## src/rtl/rcss_pkg.sv

```systemverilog
// ----------------------------------------------------------------------------
// rcss_pkg
// Types, constants and codes shared by the ready-channel streak scheduler.
// ----------------------------------------------------------------------------
package rcss_pkg;

  localparam int NCH          = 16;
  localparam int STREAK_LIMIT = 1024;
  // only the first sixteen channels can carry a member bit
  localparam int LIVE_CH      = (NCH < 16) ? NCH : 16;
  localparam int STREAK_W     = $clog2(STREAK_LIMIT + 1);
  localparam int QA_W         = (LIVE_CH > 1) ? $clog2(LIVE_CH) : 1;

  localparam int MASK_W     = 16;
  localparam int CAP_W      = 8;
  localparam int CH_W       = 4;
  localparam int QCNT_W     = 5;
  localparam int CFG_IDX_W  = 2;
  localparam int CFG_DATA_W = 16;

  localparam logic [CAP_W-1:0] READ_CAP_RST = 8'd16;

  localparam logic [CFG_IDX_W-1:0] CFG_MEMBER_MASK = 2'd0;
  localparam logic [CFG_IDX_W-1:0] CFG_READ_CAP    = 2'd1;

  localparam logic OP_POLL = 1'b0;
  localparam logic OP_NEXT = 1'b1;

  typedef enum logic [2:0] {
    ST_POLLED     = 3'd0,
    ST_POLL_SKIP  = 3'd1,
    ST_NONE_READY = 3'd2,
    ST_GRANTED    = 3'd3,
    ST_NOT_POLLED = 3'd4,
    ST_EMPTY      = 3'd5,
    ST_CAP        = 3'd6
  } status_t;

  typedef struct packed {
    logic              op;
    logic [MASK_W-1:0] ready_mask;
  } in_item_t;

  typedef struct packed {
    status_t           status;
    logic [CH_W-1:0]   channel;
    logic [QCNT_W-1:0] queued_count;
  } out_item_t;

  // controller -> datapath
  typedef struct packed {
    logic    capture;
    logic    upd;
    logic    rank;
    logic    finish;
    logic    pop;
    logic    flush;
    logic    clr_polled;
    logic    emit;
    status_t code;
  } cmd_t;

  // datapath -> controller
  typedef struct packed {
    logic poll_skip;
    logic none_ready;
    logic not_polled;
    logic q_empty;
    logic cap_hit;
    logic rank_last;
  } sts_t;

endpackage

```

## src/rtl/rcss_datapath.sv

```systemverilog
// ----------------------------------------------------------------------------
// rcss_datapath
// Streak counters, service queue, pop counter, config registers and the
// result register, driven step by step by the controller.
// ----------------------------------------------------------------------------
module rcss_datapath (
  input  logic                               clk,
  input  logic                               rst_n,
  input  logic                               cfg_valid,
  input  logic [rcss_pkg::CFG_IDX_W-1:0]     cfg_index,
  input  logic [rcss_pkg::CFG_DATA_W-1:0]    cfg_data,
  input  logic [rcss_pkg::MASK_W-1:0]        in_mask,
  input  rcss_pkg::cmd_t                     cmd,
  output rcss_pkg::sts_t                     sts,
  output logic                               out_strobe,
  output rcss_pkg::out_item_t                out_item
);

  logic [rcss_pkg::MASK_W-1:0]   member_r;
  logic [rcss_pkg::CAP_W-1:0]    cap_r;
  logic [rcss_pkg::STREAK_W-1:0] streak_r [rcss_pkg::LIVE_CH];
  logic [rcss_pkg::CH_W-1:0]     queue_r  [rcss_pkg::LIVE_CH];
  logic [rcss_pkg::QA_W-1:0]     head_r, head_nxt;
  logic [rcss_pkg::QCNT_W-1:0]   len_r, len_nxt;
  logic                          polled_r, polled_nxt;
  logic [rcss_pkg::CAP_W-1:0]    reads_r, reads_nxt;
  logic [rcss_pkg::LIVE_CH-1:0]  rdy_r;
  logic [rcss_pkg::QA_W-1:0]     idx_r;
  logic [rcss_pkg::QCNT_W-1:0]   cnt_r;
  logic                          out_vld_r;
  rcss_pkg::out_item_t           out_r;

  logic [rcss_pkg::STREAK_W-1:0] key;
  logic [rcss_pkg::QA_W-1:0]     rank;
  logic [rcss_pkg::CH_W-1:0]     head_ch;

  assign key     = streak_r[idx_r];
  assign head_ch = queue_r[head_r];

  // position of the current channel: ready channels with a smaller streak,
  // or an equal streak and a lower index
  always_comb begin
    rank = '0;
    for (int j = 0; j < rcss_pkg::LIVE_CH; j++) begin
      if (rdy_r[j] && ((streak_r[j] < key) ||
                       ((streak_r[j] == key) && (rcss_pkg::QA_W'(j) < idx_r)))) begin
        rank = rank + rcss_pkg::QA_W'(1);
      end
    end
  end

  assign sts.poll_skip  = polled_r && (len_r != '0);
  assign sts.none_ready = (rdy_r == '0);
  assign sts.not_polled = !polled_r;
  assign sts.q_empty    = (len_r == '0);
  assign sts.cap_hit    = (reads_r > cap_r);
  assign sts.rank_last  = (idx_r == rcss_pkg::QA_W'(rcss_pkg::LIVE_CH - 1));

  always_comb begin
    head_nxt   = head_r;
    len_nxt    = len_r;
    polled_nxt = polled_r;
    reads_nxt  = reads_r;
    if (cmd.clr_polled) begin
      polled_nxt = 1'b0;
    end
    if (cmd.flush) begin
      len_nxt    = '0;
      reads_nxt  = '0;
      polled_nxt = 1'b0;
    end
    if (cmd.pop) begin
      head_nxt = head_r + rcss_pkg::QA_W'(1);
      len_nxt  = len_r - rcss_pkg::QCNT_W'(1);
      if (reads_r != '1) begin
        reads_nxt = reads_r + rcss_pkg::CAP_W'(1);
      end
    end
    if (cmd.finish) begin
      len_nxt    = cnt_r + rcss_pkg::QCNT_W'(rdy_r[idx_r]);
      head_nxt   = '0;
      polled_nxt = 1'b1;
      reads_nxt  = '0;
    end
  end

  always_ff @(posedge clk) begin
    if (!rst_n) begin
      member_r  <= '0;
      cap_r     <= rcss_pkg::READ_CAP_RST;
      head_r    <= '0;
      len_r     <= '0;
      polled_r  <= 1'b0;
      reads_r   <= '0;
      idx_r     <= '0;
      cnt_r     <= '0;
      out_vld_r <= 1'b0;
      for (int j = 0; j < rcss_pkg::LIVE_CH; j++) begin
        streak_r[j] <= '0;
      end
    end else begin
      if (cfg_valid) begin
        case (cfg_index)
          rcss_pkg::CFG_MEMBER_MASK: member_r <= cfg_data[rcss_pkg::MASK_W-1:0];
          rcss_pkg::CFG_READ_CAP:    cap_r    <= cfg_data[rcss_pkg::CAP_W-1:0];
          default: ;
        endcase
      end
      head_r    <= head_nxt;
      len_r     <= len_nxt;
      polled_r  <= polled_nxt;
      reads_r   <= reads_nxt;
      out_vld_r <= cmd.emit;
      if (cmd.upd) begin
        idx_r <= '0;
        cnt_r <= '0;
        for (int j = 0; j < rcss_pkg::LIVE_CH; j++) begin
          if (member_r[j]) begin
            if (!rdy_r[j]) begin
              streak_r[j] <= '0;
            end else if (streak_r[j] == rcss_pkg::STREAK_W'(rcss_pkg::STREAK_LIMIT)) begin
              streak_r[j] <= rcss_pkg::STREAK_W'(1);
            end else begin
              streak_r[j] <= streak_r[j] + rcss_pkg::STREAK_W'(1);
            end
          end
        end
      end
      if (cmd.rank) begin
        idx_r <= idx_r + rcss_pkg::QA_W'(1);
        cnt_r <= cnt_r + rcss_pkg::QCNT_W'(rdy_r[idx_r]);
      end
    end
  end

  // payload registers
  always_ff @(posedge clk) begin
    if (cmd.capture) begin
      rdy_r <= in_mask[rcss_pkg::LIVE_CH-1:0] & member_r[rcss_pkg::LIVE_CH-1:0];
    end
    if (cmd.rank && rdy_r[idx_r]) begin
      queue_r[rank] <= rcss_pkg::CH_W'(idx_r);
    end
    if (cmd.emit) begin
      out_r.status       <= cmd.code;
      out_r.channel      <= cmd.pop ? head_ch : '0;
      out_r.queued_count <= len_nxt;
    end
  end

  assign out_strobe = out_vld_r;
  assign out_item   = out_r;

endmodule

```

## src/rtl/rcss_ctrl.sv

```systemverilog
// ----------------------------------------------------------------------------
// rcss_ctrl
// Sequencer: decodes an item, then either answers at once or walks the
// channels to rebuild the service queue.
// ----------------------------------------------------------------------------
module rcss_ctrl (
  input  logic               clk,
  input  logic               rst_n,
  input  logic               start,
  input  logic               in_op,
  input  rcss_pkg::sts_t     sts,
  output rcss_pkg::cmd_t     cmd,
  output logic               busy
);

  typedef enum logic [1:0] {
    S_IDLE,
    S_DECIDE,
    S_RANK
  } state_t;

  state_t state_r, state_nxt;
  logic   op_r, op_nxt;

  always_comb begin
    cmd       = '0;
    cmd.code  = rcss_pkg::ST_POLLED;
    state_nxt = state_r;
    op_nxt    = op_r;
    case (state_r)
      S_IDLE: begin
        if (start) begin
          cmd.capture = 1'b1;
          op_nxt      = in_op;
          state_nxt   = S_DECIDE;
        end
      end
      S_DECIDE: begin
        state_nxt = S_IDLE;
        if (op_r == rcss_pkg::OP_POLL) begin
          if (sts.poll_skip) begin
            cmd.emit = 1'b1;
            cmd.code = rcss_pkg::ST_POLL_SKIP;
          end else if (sts.none_ready) begin
            cmd.clr_polled = 1'b1;
            cmd.emit       = 1'b1;
            cmd.code       = rcss_pkg::ST_NONE_READY;
          end else begin
            cmd.clr_polled = 1'b1;
            cmd.upd        = 1'b1;
            state_nxt      = S_RANK;
          end
        end else begin
          cmd.emit = 1'b1;
          if (sts.not_polled) begin
            cmd.code = rcss_pkg::ST_NOT_POLLED;
          end else if (sts.q_empty) begin
            cmd.clr_polled = 1'b1;
            cmd.code       = rcss_pkg::ST_EMPTY;
          end else if (sts.cap_hit) begin
            cmd.flush = 1'b1;
            cmd.code  = rcss_pkg::ST_CAP;
          end else begin
            cmd.pop  = 1'b1;
            cmd.code = rcss_pkg::ST_GRANTED;
          end
        end
      end
      S_RANK: begin
        cmd.rank = 1'b1;
        if (sts.rank_last) begin
          cmd.finish = 1'b1;
          cmd.emit   = 1'b1;
          cmd.code   = rcss_pkg::ST_POLLED;
          state_nxt  = S_IDLE;
        end
      end
      default: begin
        state_nxt = S_IDLE;
      end
    endcase
  end

  always_ff @(posedge clk) begin
    if (!rst_n) begin
      state_r <= S_IDLE;
      op_r    <= rcss_pkg::OP_POLL;
    end else begin
      state_r <= state_nxt;
      op_r    <= op_nxt;
    end
  end

  assign busy = (state_r != S_IDLE);

endmodule

```

## src/rtl/ready_channel_streak_scheduler.sv

```systemverilog
// ----------------------------------------------------------------------------
// ready_channel_streak_scheduler
// Orders ready channels by streak length and hands them out one at a time.
// ----------------------------------------------------------------------------
// Usage:
//   An item is taken when start is high and busy is low. op selects a poll
//   (ready_mask is ANDed with the member mask) or a request for the next
//   channel. Every item gives exactly one result on out_item, shown for one
//   cycle with out_strobe high; the receiver cannot hold it off.
//   Config: cfg_index/cfg_data written when cfg_valid is high (cfg_ready is
//   always high); index 0 is the member mask, index 1 the read cap. Write
//   only while busy is low and no result is still to come.
//   Sequence: a next request, or a poll that is skipped or finds no member
//   ready, is settled in the decide state and its result is then registered. A
//   poll that rebuilds the queue walks one channel per cycle through the
//   rank logic after the decide state and then registers its result.
//   busy falls in the cycle the result is shown, so the next item can be
//   accepted at the edge that ends it; a new item is not taken while the
//   last one is still in progress.
//   Reset (rst_n low, synchronous): streaks cleared, queue empty, not
//   polled, pop count zero, member mask zero, read cap 16.
// ----------------------------------------------------------------------------
module ready_channel_streak_scheduler (
  input  logic                               clk,
  input  logic                               rst_n,
  input  logic                               start,
  output logic                               busy,
  input  rcss_pkg::in_item_t                 in_item,
  output logic                               out_strobe,
  output rcss_pkg::out_item_t                out_item,
  input  logic                               cfg_valid,
  output logic                               cfg_ready,
  input  logic [rcss_pkg::CFG_IDX_W-1:0]     cfg_index,
  input  logic [rcss_pkg::CFG_DATA_W-1:0]    cfg_data
);

  rcss_pkg::cmd_t cmd;
  rcss_pkg::sts_t sts;

  assign cfg_ready = 1'b1;

  rcss_ctrl u_ctrl (
    .clk   (clk),
    .rst_n (rst_n),
    .start (start),
    .in_op (in_item.op),
    .sts   (sts),
    .cmd   (cmd),
    .busy  (busy)
  );

  rcss_datapath u_dp (
    .clk        (clk),
    .rst_n      (rst_n),
    .cfg_valid  (cfg_valid),
    .cfg_index  (cfg_index),
    .cfg_data   (cfg_data),
    .in_mask    (in_item.ready_mask),
    .cmd        (cmd),
    .sts        (sts),
    .out_strobe (out_strobe),
    .out_item   (out_item)
  );

endmodule

```

## config.mk

```make
export PLATFORM = sky130hd
export DESIGN_NAME = ready_channel_streak_scheduler
export DESIGN_NICKNAME = d
export VERILOG_FILES = /design/src/rtl/rcss_pkg.sv /design/src/rtl/rcss_datapath.sv /design/src/rtl/rcss_ctrl.sv /design/src/rtl/ready_channel_streak_scheduler.sv
export SDC_FILE = /design/constraint.sdc
export NUM_CORES = 1
export LEC_CHECK = 0
export BUFFER_PORTS_ARGS = -buffer_cell sky130_fd_sc_hd__buf_2
export CAP_MARGIN = 25
export CORE_UTILIZATION = 47
export CTS_CLUSTER_DIAMETER = 200
export DETAILED_ROUTE_END_ITERATION = 12
export REMOVE_ABC_BUFFERS = 1
export SLEW_MARGIN = 20
export SYNTH_ARGS = -nofsm -noshare
export SYNTH_HDL_FRONTEND = slang
export SYNTH_SLANG_ARGS = --single-unit
```

## constraint.sdc

```tcl
create_clock -name clk -period 28.4 [get_ports clk]
set_input_delay 1.42 -clock clk [delete_from_list [all_inputs] [get_ports clk]]
set_output_delay 1.42 -clock clk [all_outputs]
set_load 0.02 [all_outputs]
```

Yosys cells after proc, flatten, opt, wreduce, memory -nomap -nowiden
Memory sizes are Yosys's and may differ from the RTL's. A register that Yosys moved wholly into a read port is not among the register bits.
Cells that the tools add are included.
{ "totals": {"ram_bits": 240, "n_memories": 2, "ff_bits": 79, "out_inout_bits": 15, "word_cells": 625} }
{ "op_classes": {"n_eq_ne": 39, "mux": 386, "bitwise": 50, "magnitude_cmp": 34, "n_reduce_logical": 64, "add_sub_neg": 36} }
{ "memory_table": {"columns": ["memory", "depth", "word_bits", "read_ports", "rd_clocked_by_memory_dff", "write_ports", "line", "rtl"], "rows": [
  ["u_dp.streak_r", 16, 11, 17, 1, 16, "rcss_datapath.sv:21", "logic [rcss_pkg::STREAK_W-1:0] streak_r [rcss_pkg::LIVE_CH];"],
  ["u_dp.queue_r", 16, 4, 1, 1, 1, "rcss_datapath.sv:22", "logic [rcss_pkg::CH_W-1:0] queue_r [rcss_pkg::LIVE_CH];"]
]} }
{ "ops": {"columns": ["operator", "count"], "rows": [
  ["2-to-1 mux 11 bit", 48],
  ["2-to-1 mux 1 bit", 291],
  ["adder 11 x 1 -> 11 bit, second input constant", 16],
  ["equality test 11 bit", 16],
  ["equality test 11 bit, second input constant", 16],
  ["< comparator 11 bit", 16],
  ["2-to-1 mux 4 bit", 22],
  ["adder 4 x 1 -> 4 bit, second input constant", 16],
  ["bitwise OR 1 bit", 48],
  ["logical AND 1 bit", 34],
  ["< comparator 4 bit, first input constant", 8],
  ["2-to-1 mux 5 bit", 6],
  ["2-to-1 mux 8 bit", 3],
  ["bitwise AND 16 bit", 1],
  ["logical NOT 16 bit", 1],
  ["logical OR 1 bit", 16],
  ["< comparator 3 x 4 -> 1 bit, first input constant", 4],
  ["2-to-1 mux 2 bit", 8],
  ["2-to-1 mux 3 bit", 5],
  ["adder 8 x 1 -> 8 bit, second input constant", 1],
  ["> comparator 8 bit", 1],
  ["< comparator 1 x 4 -> 1 bit, first input constant", 2],
  ["< comparator 2 x 4 -> 1 bit, first input constant", 2],
  ["!= test 8 bit, second input constant", 1],
  ["other kinds (20)", 27]
]} }

Longest topological paths before layout
An unclocked memory read counts as a cell.
{ "logic_depth": {"depth_word": 36, "mapped_depth": 69, "ltp_nobuf": 66} }

Cells and area by module
From an unflattened synthesis, not the netlist that was laid out.
{ "unflattened": {"cells_unflattened": 2229, "hier_area_um2": 23237.3} }
{ "modules_own_cells": {"columns": ["mod", "seq_area_each_um2", "cells_per_inst", "area_per_inst_um2", "n_inst"], "rows": [
  ["rcss_datapath", 9168.8, 2183, 22884.4, 1],
  ["rcss_ctrl", 60.1, 44, 341.6, 1],
  ["ready_channel_streak_scheduler", 0.0, 2, 11.3, 1]
]} }

Worst setup path before layout
Ideal clock, no wire load.
{ "synth_timing": {"path_kind": "reg2reg", "startpoint": "register (tool-made name)", "endpoint": "memory u_dp.queue_r[13][0] (netlist name) (enable)", "path_stages_with_launch": 67, "arrival_time_ps": 12830, "required_ps": 28023, "setup_time_ps": 377, "period_less_slack_ps": 13207, "slack_ps": 15193, "cell_sequence": "dfxtp_1 clkbuf_1 buf_1 clkbuf_1 mux4_2 mux4_2 inv_1 ha_1 nor2b_1 o21a_1 o21ai_0 nand2b_1 a21oi_1 nor2b_1 o21ai_0 nand2b_1 a21oi_1 nor2b_1 (+31 left out) ha_1 nand2_1 o21ai_0 ha_1 nor2_1 nor2_1 ha_1 nand2_1 o31ai_1 ha_1 mux2i_1 inv_1 ha_1 inv_1 nor2_1 xnor2_1 xor2_1 nor4_1"} }
{ "synth_rtl": {"columns": ["element", "line"], "rows": [
  ["to (decl)", "rcss_datapath.sv:22"]
]} }

==> out/results.txt <==
The peak per-stage delay on the critical path was 0.78 ns; the post-cts repair resize count was 0. The tools report the kind of launch point of the worst setup path as a flip-flop. The total track usage is 0.271. Among all flip-flop cells after synthesis, the most frequent one is edfxtp_1. The sum of overflow across all layers after global routing was 0; the number of detailed-route iterations in the first pass was 5.

The relative slew slack was 0.294. The via count of the first global-routing pass came out at 17300. For the number of endpoints failing setup at the final stage, the log shows 0. In this run, synthesis inferred 268 flip-flops with an integrated enable. For the combined area of all synthesized cells, the log shows 22700 um2. The dominant combinational cell family by area after synthesis was simple AND/OR/NAND/NOR gates.

Basic-gate share of the synthesized area counting and, or, nand and nor cells: 0.188. For the I/O pin count, the log shows 54. Dividing total power by cell area gives a power density of 64.1 nW/um2. The biggest area contributor in the post-synthesis netlist is edfxtp_1.

Synthesis handed over a netlist of 2148 instances. The run finished with clean final reports. After detailed routing, the average wire length per cell comes to 23.2 um. In the post-synthesis netlist, the biggest area contributors are edfxtp_1 (35%), ha_1 (13%), mux4_2 (7.8%).

Data on the critical path arrives at its endpoint at 15.47 ns. The tools report the clock latency on the worst-skew pair as 0.59 ns. The cell area reported after detailed placement is 23700 um2, and the xor and xnor fraction of the mapped netlist area is 0.0818. The placeable core region is 47600 um2, and the number of clock sinks is 327. The cell count of the worst reg-to-reg path was 63.

By instance count, the cell type seen most on the critical path is ha_1. The tools report the final count of pins violating max slew as 0. In the routed design, unresolved DRC markers number 0. The run gives 28.61 ns as the data required time of the worst path. After detailed routing, the total wire length is 66.4 mm. The top cell types in the final layout, fill and taps aside, are edfxtp_1 (268), nor2_1 (245), ha_1 (240), nand2_1 (164), nand3_1 (136).

Of all nets on the critical path, the largest fanout is 23. The finished cells cover 25100 um2. The slew of the pin with the lowest slew margin was 1.05 ns. The top cell type's share of synthesized area works out to 0.355. Flop and latch count out of synthesis: 327.

During synthesis, Yosys emitted a total of 0 warnings. At the end of routability-driven placement, the weighted congestion stood at 0.955. After floorplanning, the core was divided into 80 placement rows. The routed layout has 17700 vias. The period utilization was 0.537; the highest achievable clock rate was 65.5 MHz.

The run gives 0.00927 uW as the total leakage power. The path class of the tightest hold or removal check is reg -> reg. The final layout net count was 2494. Fill cells in the final layout number 4239. CTS built an H-tree with a depth of 2. The fraction of synthesized area in multiplexers works out to 0.0888. The compound-gate portion of the synthesized area works out to 0.0774. The slowest stage of the critical path belongs to the cell nor4_1. The kind of capture point of the worst setup path was a flip-flop. Clock tree synthesis selected as its root buffer the cell clkbuf_16. The run gives 0.376 as the met1 track utilization from global routing.

The starting density of the core was 0.476. Measured along the y axis, the die boundary spans 222 um. The run gives 3 as the maximum buffer depth of the clock tree. Global routing met2 resource utilization: 0.430. Each instance of the synthesized netlist takes up on average 10.6 um2. The count of hold-fix buffers inserted at cts came out at 0.

The critical path class is reg -> reg. The tools report the number of antenna violations at the first check in global routing as 1. Setup repair after global routing left no endpoint under its margin.

The tools report the startpoint of the most critical hold path as u_dp.cap_r[1]$_SDFFE_PN0P_. The smallest clock period supported by the final layout is computed as 15.26 ns. For the wire length of the first global-routing pass, the log shows 102 mm. The CTS clock-pin slew for the worst setup and hold paths came out at 0.06 ns. The run gives 45 as the largest net degree at the start of global routing. The total count of hold-check failures in the final report was 0. The number of buffers inserted by port buffering was 52; the total negative slack for setup checks was 0 ns. The critical path contains buffers and inverters numbering 7 combined. TritonCTS built the clock tree. Dividing the detail-routed via count by the number of cells gives 6.19. Between clock sinks in the finished design, the worst skew comes to 0.0296 ns.

The wire-length estimate of the detail-placed layout is 48.1 mm. The number of antenna repair diodes is 0. In this run the remaining antenna-violating nets after routing total 0. The share of flip-flops with an asynchronous set or reset was 0; the floorplan die width was 222 um. The setup check on the worst reg-to-reg path leaves a slack of 13.14 ns. The most frequent standard cell in the layout excluding fill and tap cells is edfxtp_1. The share of layout cells above drive strength 1 was 0.113. For the met3 track utilization from global routing, the log shows 0.0432. The worst hold path terminates at u_dp.cap_r[1]$_SDFFE_PN0P_. The logs give 0 for the max-capacitance violation count and 87 for the count of different cell masters after synthesis. For the sequential share of the synthesized area, the log shows 0.407. From synthesis to final layout, the design area changed by 10.5%. The worst supply voltage drop on vdd came out at 0.0717 mV.

The DRC violation total after the first TritonRoute iteration is 1631. Arithmetic-cell share of the synthesized area counting full adders, half adders and majority gates: 0.132. The full die area was 49100 um2. The kind of cell with the highest combined delay along the critical path is adder cells. The layer flagged by global routing as most heavily used is met2. The worst register-to-register path ends at u_dp.queue_r[9][2]$_DFFE_PP_. The worst hold path passes through 2 cells. Buffers inserted during clock tree synthesis total 40. Post-CTS timing repair inserted 0 buffers for setup.
[cells by family (layout without fill, tap and decap cells)]
family	count (synthesis)	count (layout)
fa+ha+maj	240	240
mux	102	102
buf+inv	147	246
other cells	1	1
simple gates	866	866
xor+xnor	188	188
compound gates	277	277
flops	327	327
[stage by stage]
step	total power, uW	hold WS [ns]	worst slack, ns	utilization	std cells
global route	1690	0.538	12.01	0.526	2862
finish	1610	0.505	13.14	0.526	2862
floorplan	960	0.463	14.82	-	2100
CTS	1610	0.508	13.26	0.526	2861
global placement	1070	0.481	13.82	0.497	2785
detailed placement	1080	0.489	13.29	0.497	2787
[power breakdown]
| part | switching [uW] | leakage, uW | internal [uW] |
|---|---|---|---|
| Sequential | 31.2 | 0.00321 | 533 |
| Clock | 216 | 0.000653 | 312 |
| Combinational | 299 | 0.00540 | 214 |
| Total | 546 | 0.00927 | 1060 |
[cell type report]
type	count	area [um2]	area share
clock buffers	51	1050	0.0420
well taps	615	769	0.0307
inverters	99	372	0.0148
flip-flops and latches	327	9230	0.368
clock inverters	23	298	0.0119
repair buffers	73	433	0.0173
multi-input cells	1674	12900	0.515
[synth_stat cells, types with 7 or more instances]
cell type  count
edfxtp_1     268
nor2_1       246
ha_1         240
nand2_1      164
nand3_1      136
xor2_1       116
a21oi_1      107
inv_1         95
nand4_1       85
mux4_2        79
dfxtp_1       59
xnor2_1       56
o21ai_0       51
nor4_1        48
and2_1        39
clkbuf_1      38
and3_1        35
nor2b_1       22
nor3_1        22
o21a_1        20
mux2i_1       19
nand2b_1      18
or3_1         14
a211oi_1      13
o211ai_1       9
a21o_1         8
nand3b_1       8
o31ai_1        7
[routing by layer]
layer	up-vias	wire length, um
li1	8198	-
met1	8649	29100
met2	734	29900
met3	140	5120
met4	0	2240
met5	-	0
[tightest hold or removal path: stages, from the launching register on]
cell	delay (ns)
dfxtp_1	0.33
mux2i_1	0.07
nor2_1	0.07
[how the worst max path moves through the flow]
stage	from	end	cells after the start
2_1_floorplan	flip-flop	u_dp.queue_r[13][0]$_DFFE_PP_	63
3_3_place_gp	flip-flop	u_dp.queue_r[5][0]$_DFFE_PP_	64
3_5_place_dp	flip-flop	u_dp.queue_r[9][2]$_DFFE_PP_	63
4_1_cts	flip-flop	u_dp.queue_r[9][2]$_DFFE_PP_	63
5_1_grt	flip-flop	u_dp.queue_r[9][2]$_DFFE_PP_	63
6_report	flip-flop	u_dp.queue_r[9][2]$_DFFE_PP_	63
[flip-flops by register name, summed over array words and instances (netlist names), 4 cells and up, named ones only]
name,flops
u_dp.reads_r,8
u_dp.head_r,4
u_dp.streak_r,176
u_dp.queue_r,64
u_dp.out_item,12
u_dp.len_r,5
u_dp.rdy_r,16
u_dp.member_r,16
u_dp.idx_r,4
u_dp.cap_r,8
u_dp.cnt_r,5
No activity file was read; power rests on OpenSTA's default activity.
